[src/hdl/cpv_pkg.sv]
package cpv_pkg;

  // register indexes on the configuration port
  localparam int unsigned CFG_IDX_W = 3;
  localparam logic [CFG_IDX_W-1:0] REG_MODE_FLAGS   = 3'd0;
  localparam logic [CFG_IDX_W-1:0] REG_POS_GAIN     = 3'd1;
  localparam logic [CFG_IDX_W-1:0] REG_VEL_GAIN     = 3'd2;
  localparam logic [CFG_IDX_W-1:0] REG_INT_GAIN     = 3'd3;
  localparam logic [CFG_IDX_W-1:0] REG_VEL_LIMIT    = 3'd4;
  localparam logic [CFG_IDX_W-1:0] REG_OVS_TOL      = 3'd5;
  localparam logic [CFG_IDX_W-1:0] REG_SCHED_INV_W  = 3'd6;
  localparam logic [CFG_IDX_W-1:0] REG_INT_LIMIT    = 3'd7;

  // reset values of the factor registers (1.0 in Q16.16)
  localparam logic [30:0] OVS_TOL_RESET     = 31'd65536;
  localparam logic [30:0] SCHED_INV_W_RESET = 31'd65536;

  // control modes and option bits of mode_flags
  localparam logic [1:0] MODE_TORQUE   = 2'd0;
  localparam int unsigned FLAG_SCHED   = 2;
  localparam int unsigned FLAG_VLIM    = 3;
  localparam int unsigned FLAG_OVS     = 4;
  localparam int unsigned FLAG_TQLIM   = 5;

  // status codes
  localparam logic [1:0] STATUS_OK        = 2'd0;
  localparam logic [1:0] STATUS_POS_INVAL = 2'd1;
  localparam logic [1:0] STATUS_VEL_INVAL = 2'd2;
  localparam logic [1:0] STATUS_OVERSPEED = 2'd3;

  // multiplier digit width, bits of the second operand per cycle
  localparam int unsigned MUL_DIGIT = 16;

  typedef struct packed {
    logic signed [31:0] position_setpoint;
    logic signed [31:0] position_estimate;
    logic               position_valid;
    logic signed [31:0] velocity_setpoint;
    logic signed [31:0] vel_est;
    logic               velocity_valid;
    logic signed [31:0] torque_feedforward;
    logic        [30:0] torque_ceiling;
  } in_item_t;

  typedef struct packed {
    logic signed [31:0] torque_command;
    logic        [1:0]  status;
    logic               torque_saturated;
  } out_item_t;

  typedef struct packed {
    logic [5:0]  mode_flags;
    logic [30:0] position_gain;
    logic [30:0] velocity_gain;
    logic [30:0] integrator_gain_per_tick;
    logic [30:0] velocity_limit;
    logic [30:0] overspeed_tolerance;
    logic [30:0] sched_inverse_width;
    logic [30:0] integrator_limit;
  } cfg_t;

endpackage

[src/hdl/cascaded_position_velocity_pi_core.sv]
// Latency from input beat to output valid is shortest in torque mode with the overspeed check and
// velocity limit off, longest in position mode with all options on, and grows with the widths.
// The core takes a new item only once the previous one has reached the output register: the single
// shared multiplier, taking one 16-bit digit per cycle, is used up to 7 times.
// A new item is taken while the previous result still waits in the output register.
// Reset clears the sequencer, the integrator, the output valid and the registers to defaults.
module cascaded_position_velocity_pi_core #(
  parameter int unsigned DATA_WIDTH = 32,
  parameter int unsigned FRAC_BITS  = 16
) (
  input  logic                           clk_i,
  input  logic                           rst_ni,
  input  logic                           in_valid_i,
  output logic                           in_stall_o,
  input  cpv_pkg::in_item_t              in_data_i,
  output logic                           out_valid_o,
  input  logic                           out_stall_i,
  output cpv_pkg::out_item_t             out_data_o,
  input  logic                           cfg_valid_i,
  output logic                           cfg_ready_o,
  input  logic [cpv_pkg::CFG_IDX_W-1:0]  cfg_index_i,
  input  logic [31:0]                    cfg_data_i
);

  localparam int unsigned DW = DATA_WIDTH;
  localparam int unsigned EW = ((DW > 32) ? DW : 32) + 2;
  localparam int unsigned OW = (DW > FRAC_BITS + 1) ? DW : FRAC_BITS + 2;

  localparam logic signed [EW-1:0] VMAX_W  = (EW'(1) <<< (DW-1)) - EW'(1);
  localparam logic signed [EW-1:0] VMIN_W  = ~VMAX_W;
  localparam logic signed [DW-1:0] VMAX_D  = VMAX_W[DW-1:0];
  localparam logic signed [DW-1:0] VMIN_D  = ~VMAX_D;
  localparam logic signed [EW-1:0] T32_MAX = (EW'(1) <<< 31) - EW'(1);
  localparam logic signed [EW-1:0] T32_MIN = ~T32_MAX;
  localparam longint DECAY_VAL = ((longint'(1) << FRAC_BITS) * 99) / 100;
  localparam logic signed [OW-1:0] ONE_O   = OW'(1) <<< FRAC_BITS;
  localparam logic signed [OW-1:0] DECAY_O = OW'(DECAY_VAL);

  // sequencer states
  localparam logic [4:0] ST_IDLE   = 5'd0;
  localparam logic [4:0] ST_POS    = 5'd1;
  localparam logic [4:0] ST_PG     = 5'd2;
  localparam logic [4:0] ST_PG_W   = 5'd3;
  localparam logic [4:0] ST_SCH    = 5'd4;
  localparam logic [4:0] ST_SCH_W  = 5'd5;
  localparam logic [4:0] ST_VLIM   = 5'd6;
  localparam logic [4:0] ST_OVS    = 5'd7;
  localparam logic [4:0] ST_OVS_W  = 5'd8;
  localparam logic [4:0] ST_VEL    = 5'd9;
  localparam logic [4:0] ST_VG     = 5'd10;
  localparam logic [4:0] ST_VG_W   = 5'd11;
  localparam logic [4:0] ST_VE     = 5'd12;
  localparam logic [4:0] ST_VE_W   = 5'd13;
  localparam logic [4:0] ST_VI     = 5'd14;
  localparam logic [4:0] ST_TMAX   = 5'd15;
  localparam logic [4:0] ST_TMAX_W = 5'd16;
  localparam logic [4:0] ST_TMIN   = 5'd17;
  localparam logic [4:0] ST_TMIN_W = 5'd18;
  localparam logic [4:0] ST_LIM    = 5'd19;
  localparam logic [4:0] ST_INT    = 5'd20;
  localparam logic [4:0] ST_DEC_W  = 5'd21;
  localparam logic [4:0] ST_IG_W   = 5'd22;
  localparam logic [4:0] ST_IE     = 5'd23;
  localparam logic [4:0] ST_IE_W   = 5'd24;
  localparam logic [4:0] ST_ICLAMP = 5'd25;
  localparam logic [4:0] ST_DONE   = 5'd26;
  localparam logic [4:0] ST_FAULT  = 5'd27;

  function automatic logic signed [EW-1:0] ext_w(input logic signed [DW-1:0] x);
    return EW'(x);
  endfunction

  function automatic logic signed [DW-1:0] sat_w(input logic signed [EW-1:0] v);
    logic signed [DW-1:0] r;
    if (v > VMAX_W) begin
      r = VMAX_D;
    end else if (v < VMIN_W) begin
      r = VMIN_D;
    end else begin
      r = v[DW-1:0];
    end
    return r;
  endfunction

  function automatic logic signed [DW-1:0] sat_in(input logic signed [31:0] x);
    return sat_w(EW'(x));
  endfunction

  function automatic logic signed [DW-1:0] ucfg(input logic [30:0] x);
    logic signed [EW-1:0] w;
    w = EW'(x);
    return sat_w(w);
  endfunction

  function automatic logic signed [DW-1:0] add_sat(input logic signed [DW-1:0] a,
                                                  input logic signed [DW-1:0] b);
    return sat_w(ext_w(a) + ext_w(b));
  endfunction

  function automatic logic signed [DW-1:0] sub_sat(input logic signed [DW-1:0] a,
                                                  input logic signed [DW-1:0] b);
    return sat_w(ext_w(a) - ext_w(b));
  endfunction

  function automatic logic signed [DW-1:0] clampv(input logic signed [DW-1:0] v,
                                                 input logic signed [DW-1:0] lo,
                                                 input logic signed [DW-1:0] hi);
    logic signed [DW-1:0] r;
    if (v < lo) begin
      r = lo;
    end else if (v > hi) begin
      r = hi;
    end else begin
      r = v;
    end
    return r;
  endfunction

  cpv_pkg::cfg_t cfg;

  logic [4:0]           state_q, state_d;
  logic signed [DW-1:0] ps_q, ps_d, pe_q, pe_d, vd_q, vd_d, ve_q, ve_d;
  logic signed [DW-1:0] tq_q, tq_d, tl_q, tl_d, perr_q, perr_d;
  logic signed [DW-1:0] verr_q, verr_d, tmp_q, tmp_d, integ_q, integ_d;
  logic signed [OW-1:0] mult_q, mult_d;
  logic                 pvalid_q, pvalid_d, vvalid_q, vvalid_d;
  logic                 limited_q, limited_d;
  logic [1:0]           stat_q, stat_d;
  logic                 out_valid_q, out_valid_d;
  cpv_pkg::out_item_t   out_q, out_d;

  logic                 mul_start;
  logic signed [OW-1:0] mul_a, mul_b;
  logic                 mul_done;
  logic signed [DW-1:0] mul_res;

  logic signed [DW-1:0] pg_c, vg_c, ig_c, vl_c, tol_c, siw_c, il_c;
  logic signed [DW-1:0] perr_abs;
  logic signed [EW-1:0] ve_mag;
  logic signed [EW-1:0] tq_ext;
  logic signed [31:0]   tq_out;
  logic                 pos_mode, vel_mode;
  logic                 out_free;

  cpv_regs u_regs (
    .clk_i      (clk_i),
    .rst_ni     (rst_ni),
    .wr_en_i    (cfg_valid_i && cfg_ready_o),
    .wr_index_i (cfg_index_i),
    .wr_data_i  (cfg_data_i),
    .cfg_o      (cfg)
  );

  cpv_mul #(
    .DATA_WIDTH (DW),
    .OPER_WIDTH (OW),
    .FRAC_BITS  (FRAC_BITS)
  ) u_mul (
    .clk_i   (clk_i),
    .rst_ni  (rst_ni),
    .start_i (mul_start),
    .a_i     (mul_a),
    .b_i     (mul_b),
    .done_o  (mul_done),
    .res_o   (mul_res)
  );

  // register values clipped to the data range
  assign pg_c  = ucfg(cfg.position_gain);
  assign vg_c  = ucfg(cfg.velocity_gain);
  assign ig_c  = ucfg(cfg.integrator_gain_per_tick);
  assign vl_c  = ucfg(cfg.velocity_limit);
  assign tol_c = ucfg(cfg.overspeed_tolerance);
  assign siw_c = ucfg(cfg.sched_inverse_width);
  assign il_c  = ucfg(cfg.integrator_limit);

  assign pos_mode = cfg.mode_flags[1];
  assign vel_mode = cfg.mode_flags[1:0] != cpv_pkg::MODE_TORQUE;

  assign perr_abs = sat_w(perr_q[DW-1] ? -ext_w(perr_q) : ext_w(perr_q));
  assign ve_mag   = ve_q[DW-1] ? -ext_w(ve_q) : ext_w(ve_q);

  // final torque fitted to the 32-bit port
  assign tq_ext = ext_w(tq_q);
  always_comb begin
    if (tq_ext > T32_MAX) begin
      tq_out = T32_MAX[31:0];
    end else if (tq_ext < T32_MIN) begin
      tq_out = T32_MIN[31:0];
    end else begin
      tq_out = tq_ext[31:0];
    end
  end

  assign out_free = !out_valid_q || !out_stall_i;

  // sequencer and datapath
  always_comb begin
    state_d     = state_q;
    ps_d        = ps_q;
    pe_d        = pe_q;
    pvalid_d    = pvalid_q;
    vd_d        = vd_q;
    ve_d        = ve_q;
    vvalid_d    = vvalid_q;
    tq_d        = tq_q;
    tl_d        = tl_q;
    perr_d      = perr_q;
    mult_d      = mult_q;
    verr_d      = verr_q;
    tmp_d       = tmp_q;
    limited_d   = limited_q;
    stat_d      = stat_q;
    integ_d     = integ_q;
    out_d       = out_q;
    out_valid_d = out_valid_q && out_stall_i;
    mul_start   = 1'b0;
    mul_a       = OW'(pg_c);
    mul_b       = OW'(perr_q);

    case (state_q)
      ST_IDLE: begin
        if (in_valid_i) begin
          ps_d      = sat_in(in_data_i.position_setpoint);
          pe_d      = sat_in(in_data_i.position_estimate);
          pvalid_d  = in_data_i.position_valid;
          vd_d      = sat_in(in_data_i.velocity_setpoint);
          ve_d      = sat_in(in_data_i.vel_est);
          vvalid_d  = in_data_i.velocity_valid;
          tq_d      = sat_in(in_data_i.torque_feedforward);
          tl_d      = ucfg(in_data_i.torque_ceiling);
          mult_d    = ONE_O;
          verr_d    = '0;
          limited_d = 1'b0;
          state_d   = ST_POS;
        end
      end
      // position loop
      ST_POS: begin
        if (pos_mode) begin
          if (!pvalid_q) begin
            stat_d  = cpv_pkg::STATUS_POS_INVAL;
            state_d = ST_FAULT;
          end else begin
            perr_d  = sub_sat(ps_q, pe_q);
            state_d = ST_PG;
          end
        end else begin
          state_d = ST_VLIM;
        end
      end
      ST_PG: begin
        mul_start = 1'b1;
        mul_a     = OW'(pg_c);
        mul_b     = OW'(perr_q);
        state_d   = ST_PG_W;
      end
      ST_PG_W: begin
        if (mul_done) begin
          vd_d    = add_sat(vd_q, mul_res);
          state_d = cfg.mode_flags[cpv_pkg::FLAG_SCHED] ? ST_SCH : ST_VLIM;
        end
      end
      // gain schedule from the position error
      ST_SCH: begin
        mul_start = 1'b1;
        mul_a     = OW'(perr_abs);
        mul_b     = OW'(siw_c);
        state_d   = ST_SCH_W;
      end
      ST_SCH_W: begin
        if (mul_done) begin
          if (OW'(mul_res) <= ONE_O) begin
            mult_d = OW'(mul_res);
          end
          state_d = ST_VLIM;
        end
      end
      ST_VLIM: begin
        if (cfg.mode_flags[cpv_pkg::FLAG_VLIM]) begin
          vd_d = clampv(vd_q, -vl_c, vl_c);
        end
        state_d = ST_OVS;
      end
      // overspeed check
      ST_OVS: begin
        if (cfg.mode_flags[cpv_pkg::FLAG_OVS]) begin
          if (!vvalid_q) begin
            stat_d  = cpv_pkg::STATUS_VEL_INVAL;
            state_d = ST_FAULT;
          end else begin
            mul_start = 1'b1;
            mul_a     = OW'(tol_c);
            mul_b     = OW'(vl_c);
            state_d   = ST_OVS_W;
          end
        end else begin
          state_d = ST_VEL;
        end
      end
      ST_OVS_W: begin
        if (mul_done) begin
          if (ve_mag > ext_w(mul_res)) begin
            stat_d  = cpv_pkg::STATUS_OVERSPEED;
            state_d = ST_FAULT;
          end else begin
            state_d = ST_VEL;
          end
        end
      end
      // velocity loop or torque-mode velocity limit
      ST_VEL: begin
        if (vel_mode || cfg.mode_flags[cpv_pkg::FLAG_TQLIM]) begin
          if (!vvalid_q) begin
            stat_d  = cpv_pkg::STATUS_VEL_INVAL;
            state_d = ST_FAULT;
          end else if (vel_mode) begin
            verr_d  = sub_sat(vd_q, ve_q);
            state_d = ST_VG;
          end else begin
            state_d = ST_TMAX;
          end
        end else begin
          state_d = ST_LIM;
        end
      end
      ST_VG: begin
        mul_start = 1'b1;
        mul_a     = OW'(vg_c);
        mul_b     = mult_q;
        state_d   = ST_VG_W;
      end
      ST_VG_W: begin
        if (mul_done) begin
          tmp_d   = mul_res;
          state_d = ST_VE;
        end
      end
      ST_VE: begin
        mul_start = 1'b1;
        mul_a     = OW'(tmp_q);
        mul_b     = OW'(verr_q);
        state_d   = ST_VE_W;
      end
      ST_VE_W: begin
        if (mul_done) begin
          tq_d    = add_sat(tq_q, mul_res);
          state_d = ST_VI;
        end
      end
      ST_VI: begin
        tq_d    = add_sat(tq_q, integ_q);
        state_d = ST_LIM;
      end
      ST_TMAX: begin
        mul_start = 1'b1;
        mul_a     = OW'(vg_c);
        mul_b     = OW'(sub_sat(vl_c, ve_q));
        state_d   = ST_TMAX_W;
      end
      ST_TMAX_W: begin
        if (mul_done) begin
          tmp_d   = mul_res;
          state_d = ST_TMIN;
        end
      end
      ST_TMIN: begin
        mul_start = 1'b1;
        mul_a     = OW'(vg_c);
        mul_b     = OW'(sat_w(-ext_w(vl_c) - ext_w(ve_q)));
        state_d   = ST_TMIN_W;
      end
      ST_TMIN_W: begin
        if (mul_done) begin
          tq_d    = clampv(tq_q, mul_res, tmp_q);
          state_d = ST_LIM;
        end
      end
      // torque ceiling
      ST_LIM: begin
        if (tq_q > tl_q) begin
          limited_d = 1'b1;
          tq_d      = tl_q;
        end else if (tq_q < -tl_q) begin
          limited_d = 1'b1;
          tq_d      = -tl_q;
        end
        state_d = ST_INT;
      end
      // integrator: cleared in torque mode, else decays while limited or accumulates, then is clamped
      ST_INT: begin
        if (!vel_mode) begin
          integ_d = '0;
          state_d = ST_DONE;
        end else if (limited_q) begin
          mul_start = 1'b1;
          mul_a     = OW'(integ_q);
          mul_b     = DECAY_O;
          state_d   = ST_DEC_W;
        end else begin
          mul_start = 1'b1;
          mul_a     = OW'(ig_c);
          mul_b     = mult_q;
          state_d   = ST_IG_W;
        end
      end
      ST_DEC_W: begin
        if (mul_done) begin
          integ_d = mul_res;
          state_d = ST_ICLAMP;
        end
      end
      ST_IG_W: begin
        if (mul_done) begin
          tmp_d   = mul_res;
          state_d = ST_IE;
        end
      end
      ST_IE: begin
        mul_start = 1'b1;
        mul_a     = OW'(tmp_q);
        mul_b     = OW'(verr_q);
        state_d   = ST_IE_W;
      end
      ST_IE_W: begin
        if (mul_done) begin
          integ_d = add_sat(integ_q, mul_res);
          state_d = ST_ICLAMP;
        end
      end
      ST_ICLAMP: begin
        integ_d = clampv(integ_q, -il_c, il_c);
        state_d = ST_DONE;
      end
      // result beat into the output register
      ST_DONE: begin
        if (out_free) begin
          out_d.torque_command   = tq_out;
          out_d.status           = cpv_pkg::STATUS_OK;
          out_d.torque_saturated = limited_q;
          out_valid_d            = 1'b1;
          state_d                = ST_IDLE;
        end
      end
      ST_FAULT: begin
        if (out_free) begin
          out_d.torque_command   = '0;
          out_d.status           = stat_q;
          out_d.torque_saturated = 1'b0;
          out_valid_d            = 1'b1;
          state_d                = ST_IDLE;
        end
      end
      default: begin
        state_d = ST_IDLE;
      end
    endcase
  end

  always_ff @(posedge clk_i or negedge rst_ni) begin
    if (!rst_ni) begin
      state_q     <= ST_IDLE;
      integ_q     <= '0;
      out_valid_q <= 1'b0;
    end else begin
      state_q     <= state_d;
      integ_q     <= integ_d;
      out_valid_q <= out_valid_d;
    end
  end

  always_ff @(posedge clk_i) begin
    ps_q      <= ps_d;
    pe_q      <= pe_d;
    pvalid_q  <= pvalid_d;
    vd_q      <= vd_d;
    ve_q      <= ve_d;
    vvalid_q  <= vvalid_d;
    tq_q      <= tq_d;
    tl_q      <= tl_d;
    perr_q    <= perr_d;
    mult_q    <= mult_d;
    verr_q    <= verr_d;
    tmp_q     <= tmp_d;
    limited_q <= limited_d;
    stat_q    <= stat_d;
    out_q     <= out_d;
  end

  assign in_stall_o  = state_q != ST_IDLE;
  assign cfg_ready_o = state_q == ST_IDLE;
  assign out_valid_o = out_valid_q;
  assign out_data_o  = out_q;

  // fault beats carry no torque
  a_fault_zero: assert property (@(posedge clk_i) disable iff (!rst_ni)
    out_valid_o && out_data_o.status != cpv_pkg::STATUS_OK
      |-> out_data_o.torque_command == '0 && !out_data_o.torque_saturated)
    else $error("fault beat with nonzero torque");

  // multiplier results arrive only while the sequencer waits for them
  a_mul_done_wait: assert property (@(posedge clk_i) disable iff (!rst_ni)
    mul_done |-> state_q == ST_PG_W || state_q == ST_SCH_W || state_q == ST_OVS_W ||
                 state_q == ST_VG_W || state_q == ST_VE_W || state_q == ST_TMAX_W ||
                 state_q == ST_TMIN_W || state_q == ST_DEC_W || state_q == ST_IG_W ||
                 state_q == ST_IE_W)
    else $error("multiplier result outside a wait state");

  // integrator stays inside its clamp once an item completes
  a_integ_bound: assert property (@(posedge clk_i) disable iff (!rst_ni)
    state_q == ST_DONE |-> integ_q <= il_c && integ_q >= -il_c)
    else $error("integrator outside its limit");

  // no new item while the multiplier is being started
  a_start_busy: assert property (@(posedge clk_i) disable iff (!rst_ni)
    mul_start |=> in_stall_o)
    else $error("input taken during a multiply");

endmodule

[src/hdl/cpv_regs.sv]
module cpv_regs (
  input  logic                           clk_i,
  input  logic                           rst_ni,
  input  logic                           wr_en_i,
  input  logic [cpv_pkg::CFG_IDX_W-1:0]  wr_index_i,
  input  logic [31:0]                    wr_data_i,
  output cpv_pkg::cfg_t                  cfg_o
);

  cpv_pkg::cfg_t cfg_q, cfg_d;

  // register write decode
  always_comb begin
    cfg_d = cfg_q;
    if (wr_en_i) begin
      case (wr_index_i)
        cpv_pkg::REG_MODE_FLAGS:  cfg_d.mode_flags               = wr_data_i[5:0];
        cpv_pkg::REG_POS_GAIN:    cfg_d.position_gain            = wr_data_i[30:0];
        cpv_pkg::REG_VEL_GAIN:    cfg_d.velocity_gain            = wr_data_i[30:0];
        cpv_pkg::REG_INT_GAIN:    cfg_d.integrator_gain_per_tick = wr_data_i[30:0];
        cpv_pkg::REG_VEL_LIMIT:   cfg_d.velocity_limit           = wr_data_i[30:0];
        cpv_pkg::REG_OVS_TOL:     cfg_d.overspeed_tolerance      = wr_data_i[30:0];
        cpv_pkg::REG_SCHED_INV_W: cfg_d.sched_inverse_width      = wr_data_i[30:0];
        cpv_pkg::REG_INT_LIMIT:   cfg_d.integrator_limit         = wr_data_i[30:0];
        default: cfg_d = cfg_q;
      endcase
    end
  end

  always_ff @(posedge clk_i or negedge rst_ni) begin
    if (!rst_ni) begin
      cfg_q.mode_flags               <= '0;
      cfg_q.position_gain            <= '0;
      cfg_q.velocity_gain            <= '0;
      cfg_q.integrator_gain_per_tick <= '0;
      cfg_q.velocity_limit           <= '0;
      cfg_q.overspeed_tolerance      <= cpv_pkg::OVS_TOL_RESET;
      cfg_q.sched_inverse_width      <= cpv_pkg::SCHED_INV_W_RESET;
      cfg_q.integrator_limit         <= '0;
    end else begin
      cfg_q <= cfg_d;
    end
  end

  assign cfg_o = cfg_q;

endmodule

[src/hdl/cpv_mul.sv]
module cpv_mul #(
  parameter int unsigned DATA_WIDTH = 32,
  parameter int unsigned OPER_WIDTH = 32,
  parameter int unsigned FRAC_BITS  = 16
) (
  input  logic                         clk_i,
  input  logic                         rst_ni,
  input  logic                         start_i,
  input  logic signed [OPER_WIDTH-1:0] a_i,
  input  logic signed [OPER_WIDTH-1:0] b_i,
  output logic                         done_o,
  output logic signed [DATA_WIDTH-1:0] res_o
);

  localparam int unsigned DW   = DATA_WIDTH;
  localparam int unsigned OW   = OPER_WIDTH;
  localparam int unsigned CW   = cpv_pkg::MUL_DIGIT;
  localparam int unsigned NCH  = (OW + CW - 1) / CW;
  localparam int unsigned BW   = NCH * CW;
  localparam int unsigned PW   = OW + BW;
  localparam int unsigned CNTW = $clog2(NCH + 1);

  logic [OW-1:0]          ua_q, ua_d;
  logic [BW-1:0]          ub_q, ub_d;
  logic                   neg_q, neg_d;
  logic [PW-1:0]          acc_q, acc_d;
  logic [CNTW-1:0]        cnt_q, cnt_d;
  logic                   busy_q, busy_d;
  logic                   done_q, done_d;
  logic signed [DW-1:0]   res_q, res_d;

  logic [CW-1:0]          digit;
  logic [OW+CW-1:0]       pp;
  logic [PW-1:0]          quo;
  logic [PW-1:0]          lim;
  logic [PW-1:0]          mag;
  logic [DW-1:0]          mag_dw;
  logic [OW-1:0]          abs_a;
  logic [OW-1:0]          abs_b;

  // one digit of the multiplier per cycle, most significant first
  assign digit  = ub_q[BW-1 -: CW];
  assign pp     = (OW+CW)'(ua_q) * (OW+CW)'(digit);

  // drop fraction bits (toward zero on the magnitude), then saturate
  assign quo    = acc_q >> FRAC_BITS;
  assign lim    = neg_q ? (PW'(1) << (DW-1)) : ((PW'(1) << (DW-1)) - PW'(1));
  assign mag    = (quo > lim) ? lim : quo;
  assign mag_dw = mag[DW-1:0];

  assign abs_a  = a_i[OW-1] ? OW'(-a_i) : OW'(a_i);
  assign abs_b  = b_i[OW-1] ? OW'(-b_i) : OW'(b_i);

  // operand load, digit steps and final rounding
  always_comb begin
    ua_d   = ua_q;
    ub_d   = ub_q;
    neg_d  = neg_q;
    acc_d  = acc_q;
    cnt_d  = cnt_q;
    busy_d = busy_q;
    res_d  = res_q;
    done_d = 1'b0;
    if (start_i) begin
      ua_d   = abs_a;
      ub_d   = BW'(abs_b);
      neg_d  = a_i[OW-1] ^ b_i[OW-1];
      acc_d  = '0;
      cnt_d  = CNTW'(NCH);
      busy_d = 1'b1;
    end else if (busy_q) begin
      if (cnt_q != '0) begin
        acc_d = (acc_q << CW) + PW'(pp);
        ub_d  = ub_q << CW;
        cnt_d = cnt_q - CNTW'(1);
      end else begin
        res_d  = neg_q ? -$signed(mag_dw) : $signed(mag_dw);
        done_d = 1'b1;
        busy_d = 1'b0;
      end
    end
  end

  always_ff @(posedge clk_i or negedge rst_ni) begin
    if (!rst_ni) begin
      cnt_q  <= '0;
      busy_q <= 1'b0;
      done_q <= 1'b0;
    end else begin
      cnt_q  <= cnt_d;
      busy_q <= busy_d;
      done_q <= done_d;
    end
  end

  always_ff @(posedge clk_i) begin
    ua_q  <= ua_d;
    ub_q  <= ub_d;
    neg_q <= neg_d;
    acc_q <= acc_d;
    res_q <= res_d;
  end

  assign done_o = done_q;
  assign res_o  = res_q;

endmodule

[config.mk]
export PLATFORM = sky130hd
export DESIGN_NAME = cascaded_position_velocity_pi_core
export DESIGN_NICKNAME = d
export VERILOG_FILES = /design/src/hdl/cpv_pkg.sv /design/src/hdl/cascaded_position_velocity_pi_core.sv /design/src/hdl/cpv_regs.sv /design/src/hdl/cpv_mul.sv
export SDC_FILE = /design/constraint.sdc
export NUM_CORES = 2
export LEC_CHECK = 0
export ABC_CLOCK_PERIOD_IN_PS = 9050
export CORE_ASPECT_RATIO = 1.2
export CORE_MARGIN = 4
export CORE_UTILIZATION = 55
export DETAILED_ROUTE_END_ITERATION = 8
export DONT_BUFFER_PORTS = 1
export GPL_TIMING_DRIVEN = 0
export HOLD_SLACK_MARGIN = 0.15
export PLACE_DENSITY = 0.7
export SLEW_MARGIN = 20
export SYNTH_ARGS = -nofsm -noshare
export SYNTH_HDL_FRONTEND = slang
export SYNTH_SLANG_ARGS = --single-unit
[constraint.sdc]
create_clock -name clk_i -period 9.05 [get_ports clk_i]
set_input_delay 0.905 -clock clk_i [delete_from_list [all_inputs] [get_ports clk_i]]
set_output_delay 0.905 -clock clk_i [all_outputs]
set_load 0.005 [all_outputs]
==> flow_metrics.env <==
export IMPL_cpMostUsedCell="fa_1"
export IMPL_drtIter0Drc=8544
export IMPL_vias=69190
export IMPL_rsz0062_at_grt="false"
export IMPL_worstMarginPinSlew_ps=1229
export IMPL_crit_arrival_ps=9370
export IMPL_cts_num_sinks=785
export IMPL_synthArstFlopShare_pct=33.76
export IMPL_critical_path_required_ps=9640
export IMPL_grt_ovfl_total=0
export IMPL_status="finished, final reports clean"
export IMPL_vias_per_cell=6.551
export IMPL_ant_nets=0
export IMPL_cts_made_buffers=89
export IMPL_rows=150
export IMPL_core_um2=139600
export IMPL_grt_pass1_wl_um=451200
export IMPL_slowest_stage="edfxtp_1"
export IMPL_ys_types=104
export IMPL_cts_root_buf="clkbuf_16"
export IMPL_post_route_period_util_pct=97.04
export IMPL_io_buffers=0
export IMPL_synth_edff_count=456
export IMPL_die_h_um=419.4
export IMPL_gp_congestion=1.057
export IMPL_finClkSkew_ps=40.12
export IMPL_synth_area_um2=77570
export IMPL_layout_drive_gt1_share_pct=6.320
export IMPL_synthMuxAreaShare_pct=3.826
export IMPL_antenna_found_initial=31
export IMPL_area_delta_synth_final_pct=7.827
export IMPL_crit_buf_inv=7
export IMPL_max_freq_ghz=0.1139
export IMPL_maxSlewHeadroom_pct=18.07
export IMPL_finalHoldViolCount=0
export IMPL_max_cap_viol_count=0
export IMPL_grt_max_degree=264
export IMPL_final_hold_worst_slack_ps=170.2
export IMPL_clkTransAtPathRegs_ps=60
export IMPL_seq_area_frac_synth_pct=27.86
export IMPL_synth_adder_area_share_pct=23.85
export IMPL_cts_tree="done"
export IMPL_num_io_pins=271
export IMPL_die_area_um2=147100
export IMPL_finalSetupViolations=0
export IMPL_synth_yosys_warnings=0
export IMPL_drc_errors=0
export IMPL_critPathMaxStageDelay_ps=720
export IMPL_pre_cts_slack_ps=-597.7
export IMPL_syn_avg_cell_area_um2=9.101
export IMPL_ys_seq_elements=785
export IMPL_track_usage_pct=42.13
export IMPL_min_path_type="in -> async"
export IMPL_cp_end_kind="flop"
export IMPL_synth_xor_area_share_pct=6.210
export IMPL_drt_first_pass_iters=9
export IMPL_worst_path_max_fanout=10
export IMPL_syn_instance_count=8523
export IMPL_setup_slack_ps=267.5
export IMPL_grt_pass1_vias=67730
export IMPL_clk_path_buf_depth=3
export IMPL_synth_top_family_by_area="adder cells"
export IMPL_h_tree_depth=3
export IMPL_synth_compound_area_share_pct=16.89
export IMPL_path_delay_family="adder cells"
export IMPL_die_w_um=350.8
export IMPL_synth_ff_type="edfxtp_1"
export IMPL_clk_latency_ps=750
export IMPL_fin_nets=10080
export IMPL_synth_simple_area_share_pct=14.70
export IMPL_start_util_pct=55.55
export IMPL_maxSlewViolCount=0
export IMPL_hpwl_um=254000
export IMPL_critPathKind="reg -> reg"
export IMPL_wl_per_cell_um=29.79
export IMPL_period_needed_ps=8782
export IMPL_totalWireLength_um=314700
export IMPL_critPathLaunchType="flop"
cell usage in the layout (no fill, tap or decap), types with 85 or more instances in the layout:
master     instances
edfxtp_1         456
mux2_2           228
o211ai_1          91
clkbuf_1         400
inv_1            894
nand2_1          845
nand4_1          105
o21ai_0          423
nor3_1           140
a21oi_1          502
fa_1             458
a21o_1           195
dfrtp_1          263
nand3_1          137
nor2_1           429
clkbuf_16         92
xor2_1           145
and2_1           200
nor2b_1          115
ha_1             746
nand2b_1          85
a22oi_1          100
xnor2_1          405
cell families (layout without fill, tap and decap cells):
logic type                 after synthesis  count (layout)
and+or+nand+nor                       2350            2350
buffers and inverters                 1361            1556
muxes                                  268             268
xor gates and xnor gates               550             550
DFF                                    785             785
other                                    1              21
AOI/OAI and AO/OA                     2004            2004
adders and majority gates             1204            1204
registers in the layout, indices dropped and copies added (netlist names), 2 cells and up:
signal,flops
pe_q,32
u_mul.ub_q,32
verr_q,32
tmp_q,32
u_mul.acc_q,64
out_data_o,35
ps_q,32
u_mul.cnt_q,2
u_regs.cfg_o,223
perr_q,32
tl_q,31
u_mul.ua_q,32
vd_q,32
integ_q,32
stat_q,2
mult_q,32
u_mul.res_o,32
tq_q,32
state_q,5
ve_q,32
timing repair:
| action | CTS | global route |
|---|---|---|
| setup buffers | 0 | 2 |
| endpoints found under the setup margin | 7 | 20 |
| gates resized for setup | 14 | 16 |
| hold endpoints to repair | 263 | 0 |
| cloned | 0 | 0 |
| hold buffers | 2 | 0 |
cell usage after synthesis, types with 228 or more instances:
library cell	count	area share, %
ha_1	746	12
dfrtp_1	263	8.5
fa_1	458	12
a21oi_1	504	3.3
edfxtp_1	456	18
clkbuf_1	408	2.0
mux2_2	228	3.3
o21ai_0	427	2.8
nand2_1	845	4.1
nor2_1	431	2.1
xnor2_1	405	4.6
inv_1	895	4.3
cell type report:
type                    count  area (um^2)
clock inverters            54        686.9
diodes                     19        47.55
fillers                 12510        56000
plain buffers             464         1817
well taps                1824         2282
repair buffers             27        407.9
multi-input cells        6378        50940
inverters                 897         3367
clock buffers             114         2485
flip-flops and latches    785        21610
path summary, 6_finish.rpt:
path / startpoint / endpoint / slack, ps / cells after the start
min in group clk_i: in_data_i[63] / vvalid_q / 270 / 0
hold reg to reg: u_mul.acc_q[56] / u_mul.acc_q[56] / 450 / 2
setup reg to reg: u_mul.ub_q[22] / u_mul.acc_q[60] / 270 / 26
hold / removal: rst_ni / state_q[2] / 170 / 2
setup / recovery: u_mul.ub_q[22] / u_mul.acc_q[60] / 270 / 26
max in group asynchronous: rst_ni / u_regs.cfg_o[149] / 7640 / 3
through the flow:
| stage | cell area, um^2 | setup TNS (ps) | utilization (%) | cells |
|---|---|---|---|---|
| 3_5_place_dp | 80230 | -3067 | 57.46 | 10370 |
| 4_1_cts | 83470 | 0 | 59.78 | 10540 |
| 3_3_place_gp | 79850 | -169310 | 57.19 | 10350 |
| 6_report | 83640 | 0 | 59.90 | 10560 |
| 2_1_floorplan | 77570 | 0 | - | 8524 |
| 5_1_grt | 83590 | 0 | 59.87 | 10550 |
metal layers:
layer / up-vias / wire length, um / track usage, %
met1: 33800 / 111600 / 49.95
met2: 4077 / 139500 / 65.76
met3: 1149 / 33710 / 10.47
li1: 30150 / - / -
met5: - / 102 / 0
met4: 12 / 29740 / 32.54
Power is not shown: default switching activity piles up to over one toggle a cycle in this logic, so the estimate is an artifact.
